`src/hw/rtl/u8sd_pkg.sv`:
```
`default_nettype none

package u8sd_pkg;

  localparam int unsigned ByteW  = 8;
  localparam int unsigned CpW    = 21;
  localparam int unsigned LenW   = 3;
  localparam int unsigned PendW  = 2;
  localparam int unsigned InDataW  = 8;
  localparam int unsigned OutDataW = 32;

  localparam logic [ByteW-1:0] ContMask  = 8'hC0;
  localparam logic [ByteW-1:0] ContTag   = 8'h80;
  localparam logic [ByteW-1:0] AsciiMask = 8'h80;
  localparam logic [ByteW-1:0] Lead2Mask = 8'hE0;
  localparam logic [ByteW-1:0] Lead2Tag  = 8'hC0;
  localparam logic [ByteW-1:0] Lead3Mask = 8'hF0;
  localparam logic [ByteW-1:0] Lead3Tag  = 8'hE0;
  localparam logic [ByteW-1:0] Lead4Mask = 8'hF8;
  localparam logic [ByteW-1:0] Lead4Tag  = 8'hF0;
  localparam logic [ByteW-1:0] PayMask6  = 8'h3F;
  localparam logic [ByteW-1:0] PayMask5  = 8'h1F;
  localparam logic [ByteW-1:0] PayMask4  = 8'h0F;
  localparam logic [ByteW-1:0] PayMask3  = 8'h07;

  typedef struct packed {
    logic [PendW-1:0] pending_count;
    logic [LenW-1:0]  consumed_count;
    logic [CpW-1:0]   partial_value;
  } u8sd_state_t;

  typedef struct packed {
    logic            char_valid;
    logic [CpW-1:0]  code_point;
    logic [LenW-1:0] seq_length;
    logic [LenW-1:0] bytes_dropped;
    logic            string_end;
  } u8sd_result_t;

endpackage

`default_nettype wire

```
`src/hw/rtl/utf8_stream_decoder_unit.sv`:
```
// pipeline: an accepted word is held in the input register and its decoded
//   result in the result register; throughput: one word per cycle when the
//   output is not stalled, set by the combinational decode stage between them
// reset: rst_ni asynchronous active low; clears both valid flags and the
//   open-sequence state, so the first word is decoded as a lead
`default_nettype none

module utf8_stream_decoder_unit (
  input  wire logic                          clk_i,
  input  wire logic                          rst_ni,
  input  wire logic                          s_axis_tvalid,
  output logic                               s_axis_tready,
  input  wire logic [u8sd_pkg::InDataW-1:0]  s_axis_tdata,  // [7:0] data_byte
  input  wire logic                          s_axis_tlast,  // string_last
  output logic                               m_axis_tvalid,
  input  wire logic                          m_axis_tready,
  // [20:0] code_point, [23:21] seq_length, [26:24] bytes_dropped, [31:27] zero
  output logic [u8sd_pkg::OutDataW-1:0]      m_axis_tdata,
  output logic                               m_axis_tuser,  // char_valid
  output logic                               m_axis_tlast   // string_end
);

  logic                         in_valid_q, in_valid_d;
  logic [u8sd_pkg::ByteW-1:0]   in_byte_q;
  logic                         in_last_q;
  logic                         out_valid_q, out_valid_d;
  u8sd_pkg::u8sd_result_t       out_res_q;
  u8sd_pkg::u8sd_state_t        state_q, state_d;
  u8sd_pkg::u8sd_result_t       dec_res;
  logic                         out_free;
  logic                         fire;
  logic                         in_acc;

  assign out_free      = !out_valid_q || m_axis_tready;
  assign fire          = in_valid_q && out_free;
  assign s_axis_tready = !in_valid_q || out_free;
  assign in_acc        = s_axis_tvalid && s_axis_tready;

  always_comb begin
    in_valid_d = in_valid_q;
    if (in_acc) begin
      in_valid_d = 1'b1;
    end else if (fire) begin
      in_valid_d = 1'b0;
    end
  end

  always_comb begin
    out_valid_d = out_valid_q;
    if (fire) begin
      out_valid_d = 1'b1;
    end else if (m_axis_tready) begin
      out_valid_d = 1'b0;
    end
  end

  u8sd_decode u_decode (
    .data_byte_i   (in_byte_q),
    .string_last_i (in_last_q),
    .state_i       (state_q),
    .state_o       (state_d),
    .result_o      (dec_res)
  );

  always_ff @(posedge clk_i or negedge rst_ni) begin
    if (!rst_ni) begin
      in_valid_q  <= 1'b0;
      out_valid_q <= 1'b0;
      state_q     <= '0;
    end else begin
      in_valid_q  <= in_valid_d;
      out_valid_q <= out_valid_d;
      if (fire) begin
        state_q <= state_d;
      end
    end
  end

  always_ff @(posedge clk_i) begin
    if (in_acc) begin
      in_byte_q <= s_axis_tdata[u8sd_pkg::ByteW-1:0];
      in_last_q <= s_axis_tlast;
    end
    if (fire) begin
      out_res_q <= dec_res;
    end
  end

  assign m_axis_tvalid = out_valid_q;
  assign m_axis_tuser  = out_res_q.char_valid;
  assign m_axis_tlast  = out_res_q.string_end;
  assign m_axis_tdata  = {5'b0, out_res_q.bytes_dropped, out_res_q.seq_length,
                          out_res_q.code_point};

endmodule

`default_nettype wire

```
`src/hw/rtl/u8sd_decode.sv`:
```
`default_nettype none

module u8sd_decode (
  input  wire logic [u8sd_pkg::ByteW-1:0] data_byte_i,
  input  wire logic                       string_last_i,
  input  wire u8sd_pkg::u8sd_state_t      state_i,
  output u8sd_pkg::u8sd_state_t           state_o,
  output u8sd_pkg::u8sd_result_t          result_o
);

  always_comb begin
    logic                          as_lead;
    logic [u8sd_pkg::PendW-1:0]    pend_dec;
    u8sd_pkg::u8sd_state_t         nxt;
    u8sd_pkg::u8sd_result_t        res;

    nxt      = state_i;
    res      = '0;
    as_lead  = 1'b1;
    pend_dec = state_i.pending_count - u8sd_pkg::PendW'(1);

    // open sequence: continue or break
    if (state_i.pending_count != '0) begin
      if ((data_byte_i & u8sd_pkg::ContMask) == u8sd_pkg::ContTag) begin
        as_lead = 1'b0;
        nxt.partial_value  = {state_i.partial_value[u8sd_pkg::CpW-7:0], data_byte_i[5:0]};
        nxt.consumed_count = state_i.consumed_count + u8sd_pkg::LenW'(1);
        nxt.pending_count  = pend_dec;
        if (pend_dec == '0) begin
          res.char_valid = 1'b1;
          res.code_point = nxt.partial_value;
          res.seq_length = nxt.consumed_count;
          nxt = '0;
        end
      end else begin
        res.bytes_dropped = state_i.consumed_count;
        nxt = '0;
      end
    end

    if (as_lead) begin
      priority if ((data_byte_i & u8sd_pkg::AsciiMask) == '0) begin
        res.char_valid = 1'b1;
        res.code_point = u8sd_pkg::CpW'(data_byte_i);
        res.seq_length = u8sd_pkg::LenW'(1);
      end else if ((data_byte_i & u8sd_pkg::Lead2Mask) == u8sd_pkg::Lead2Tag) begin
        nxt.pending_count  = u8sd_pkg::PendW'(1);
        nxt.consumed_count = u8sd_pkg::LenW'(1);
        nxt.partial_value  = u8sd_pkg::CpW'(data_byte_i & u8sd_pkg::PayMask5);
      end else if ((data_byte_i & u8sd_pkg::Lead3Mask) == u8sd_pkg::Lead3Tag) begin
        nxt.pending_count  = u8sd_pkg::PendW'(2);
        nxt.consumed_count = u8sd_pkg::LenW'(1);
        nxt.partial_value  = u8sd_pkg::CpW'(data_byte_i & u8sd_pkg::PayMask4);
      end else if ((data_byte_i & u8sd_pkg::Lead4Mask) == u8sd_pkg::Lead4Tag) begin
        nxt.pending_count  = u8sd_pkg::PendW'(3);
        nxt.consumed_count = u8sd_pkg::LenW'(1);
        nxt.partial_value  = u8sd_pkg::CpW'(data_byte_i & u8sd_pkg::PayMask3);
      end else begin
        res.bytes_dropped = res.bytes_dropped + u8sd_pkg::LenW'(1);
      end
    end

    // truncated sequence at string end
    if (string_last_i && (nxt.pending_count != '0)) begin
      res.bytes_dropped = res.bytes_dropped + nxt.consumed_count;
      nxt = '0;
    end

    res.string_end = string_last_i;
    state_o  = nxt;
    result_o = res;
  end

endmodule

`default_nettype wire

```
`config.mk`:
```
export PLATFORM = sky130hd
export DESIGN_NAME = utf8_stream_decoder_unit
export DESIGN_NICKNAME = d
export VERILOG_FILES = /design/src/hw/rtl/u8sd_pkg.sv /design/src/hw/rtl/utf8_stream_decoder_unit.sv /design/src/hw/rtl/u8sd_decode.sv
export SDC_FILE = /design/constraint.sdc
export NUM_CORES = 1
export LEC_CHECK = 0
export ABC_AREA = 1
export BUFFER_PORTS_ARGS = -buffer_cell sky130_fd_sc_hd__buf_4
export CAP_MARGIN = 20
export CORE_UTILIZATION = 43
export DETAILED_ROUTE_END_ITERATION = 8
export PLACE_DENSITY_LB_ADDON = 0.05
export SLEW_MARGIN = 20
export SYNTH_ARGS = -nofsm -noshare
export SYNTH_HDL_FRONTEND = slang
export SYNTH_SLANG_ARGS = --single-unit
```
`constraint.sdc`:
```
create_clock -name clk_i -period 2.34 [get_ports clk_i]
set_input_delay 0.234 -clock clk_i [delete_from_list [all_inputs] [get_ports clk_i]]
set_output_delay 0.234 -clock clk_i [all_outputs]
set_load 0.02 [all_outputs]
```
==> metrics <==
area of all placed cells without fillers=0.00377 mm^2; first-pass GRT wire length=10.5 mm; DIE WIDTH=85.4 um; startpoint types=flip-flop; area overhead of the layout relative to synthesis=26.0%; remaining antenna violation count=0; cell with the biggest individual delay on the critical path=edfxtp_1; via count=2362; quantity of I/O buffers inserted on ports=43; Critical Setup Path Class=flip-flop to flip-flop; accumulated negative setup slack=0 ps; Mapped Cells=320; Worst IR Drop VDD=0.500 mV; number of antenna violations at the first check in global routing=0; core region area=0.00676 mm^2; cell seen most often among critical-path stages=nand2_1; summed instance area of the synthesized netlist=0.00299 mm^2; sequential element share of the synthesized area=0.566; core occupancy in the finished layout=0.558; dpl cells=450; data required time at the worst endpoint=2440 ps; Critical Path Sink Type=flip-flop; flop and latch count out of synthesis=60; total power=3.24 mW; unrepaired setup endpoints after global routing=true; Pleak=1.75 nW; number of buffers on the longest clock path=2; area of the die=0.00729 mm^2; minimum hold slack=58.7 ps; Arrival @ worst endpoint=2430 ps; Final setup viols=0; worst path setup slack after routing=16.4 ps; number of DRC markers after the initial detailed-route iteration=215; cell chosen for the clock root=clkbuf_8; post-layout min period=2320 ps; area of placed instances=0.00345 mm^2; result of the run=complete, no violations; # clock sinks=60; number of diodes added for antenna fixing=0; CTS tree=yes; pin count of the biggest net entering global routing=51; fraction of final layout cells with drive strength greater than 1=0.280; clock buffers created by TritonCTS=9; transition time of the tightest slew-check pin=592 ps; fraction of synthesis flops using an asynchronous set or reset pin=0.367; synthesized area per cell=9.34 um^2; DR vias/cell=4.96; Max Freq=430 MHz; total overflow reported by the global router=0; count of flip-flops with a built-in enable after synthesis=38; First-pass DRT Iterations=5; delay contributed by the slowest stage of the critical path=400 ps; wire length per cell=13.8 um; later-pin clock latency in the skew report=350 ps; Max H-tree Level=3; cell row count=30; max-cap violation count=0; Post-Place Worst Slack=-84.3 ps; count of different cell masters after synthesis=35; leading register cell type out of synthesis=edfxtp_1; Hold Vio Cnt, Final=0; vias in the first global route=2169; Top Ports=49; Final Skew=12.3 ps; final cycle utilization of the critical path=0.993; die height=85.4 um; YS warnings=0; ordered list of cells on the worst path=buf_4, nand2_4, inv_1, o21ai_4, inv_4, nor2_4, mux2i_1, ha_1, fa_2, inv_1, nand3_1, nand2_1, nand2_1, nand2_1, nand2_1; Slew Viols, Final=0; initial core utilization=0.443; Worst-path clk slew=70 ps; DRC viols=0; GPL Wtd Cong=0.883; filler-free cell count of the finished design=476; top fanout value on the critical path=5; drt total wl=6.55 mm; total track usage=0.192; max-slew headroom at the worst pin=0.605; path class of the lowest-slack min-delay path=input port to flip-flop; final-stage net count=410; Cell Pwr Density=860 mW/mm^2; total half-perimeter wirelength after legalization and detailed placement=4.40 mm
[metal layers]
layer / part of all wire / track usage
met5: 0 / 0
met4: 0.013 / 0.103
met3: 0.050 / 0.0486
met2: 0.50 / 0.306
met1: 0.44 / 0.242
[cells in the final DEF, fill, tap and decap left out, types with 2 or more instances in the layout]
cell,n
edfxtp_1,38
nand3_1,22
clkbuf_8,10
o21ai_1,3
nor2_4,2
a21oi_1,3
conb_1,5
buf_4,70
o21ai_0,9
nand3_2,3
nor2_1,44
inv_1,37
nand2_2,5
nand2_1,74
o21ai_4,2
clkinv_2,2
dfrtp_1,22
inv_2,4
nor2_2,3
nand4_1,3
ha_1,4
a22oi_1,11
o22ai_1,2
clkinv_1,2
[registers in the layout, indices dropped and copies added (netlist names)]
signal,cells
in_byte_q,8
in_last_q,1
in_valid_q,1
m_axis_tdata,27
m_axis_tlast,1
m_axis_tuser,1
m_axis_tvalid,1
state_q,20
[power by group]
part	total, mW	internal (mW)	switching [mW]
Sequential	1.39	1.29	0.0944
Clock	0.930	0.515	0.415
Combinational	0.921	0.351	0.570
[cell usage after synthesis (2+ instances only)]
master / count / area [um^2]
dfrtp_1: 22 / 551
nor2_1: 46 / 173
ha_1: 5 / 62.6
o21ai_0: 10 / 50.1
edfxtp_1: 38 / 1140
a22oi_1: 11 / 82.6
inv_2: 2 / 7.51
nand3_2: 3 / 30.0
o21ai_1: 2 / 10.0
nor2_2: 2 / 12.5
nand3_1: 22 / 110
buf_4: 6 / 45.0
o21ai_4: 2 / 32.5
buf_2: 3 / 15.0
buf_6: 3 / 33.8
clkbuf_1: 2 / 7.51
o22ai_1: 2 / 12.5
nand4_1: 3 / 18.8
nand2_1: 78 / 293
inv_1: 41 / 154
a21oi_1: 3 / 15.0
[final timing paths]
check / start / to / slack (ps) / depth (start not counted)
max: in_byte_q[7] / m_axis_tdata[26] / 20 / 15
min: s_axis_tdata[2] / in_byte_q[2] / 60 / 1
max reg2reg: in_byte_q[7] / m_axis_tdata[26] / 20 / 15
min reg2reg: state_q[14] / state_q[14] / 510 / 2
max in group asynchronous: rst_ni / state_q[21] / 1770 / 2
min in group asynchronous: rst_ni / state_q[7] / 320 / 2
[critical path: cells and delay by family (launching register included)]
family	cells	cell delay (ps)
fa+ha+maj	2	630
simple gates	7	480
flops	1	400
buf+inv	4	370
compound gates	1	110
mux	1	110
[logic make-up after synthesis]
kind of cell	after synthesis	synth area share
AND/OR/NAND/NOR	158	0.228
flip-flops	60	0.566
adder cells (fa/ha/maj)	6	0.0276
AO/OA/AOI/OAI	34	0.0778
other	1	0.00125
multiplexers	1	0.00335
buffers and inverters	60	0.0958
[final cells by class]
| type | instances | area [um^2] |
|---|---|---|
| clock buffers | 11 | 141 |
| flip-flops and latches | 60 | 1690 |
| repair buffers | 72 | 547 |
| clock inverters | 5 | 52.6 |
| well taps | 80 | 100 |
| multi-input cells | 204 | 1060 |
| inverters | 44 | 173 |
| fillers | 604 | 2990 |
[repair_timing]
| action | 4_1_cts | 5_1_grt |
|---|---|---|
| endpoints found under the hold margin | 22 | 0 |
| buffers inserted | 4 | 5 |
| endpoints found under the setup margin | 1 | 2 |
| pin swaps | 3 | 1 |
| hold buffers | 1 | 0 |
| gates resized for setup | 5 | 10 |
Power figures use the tool's default switching activity.
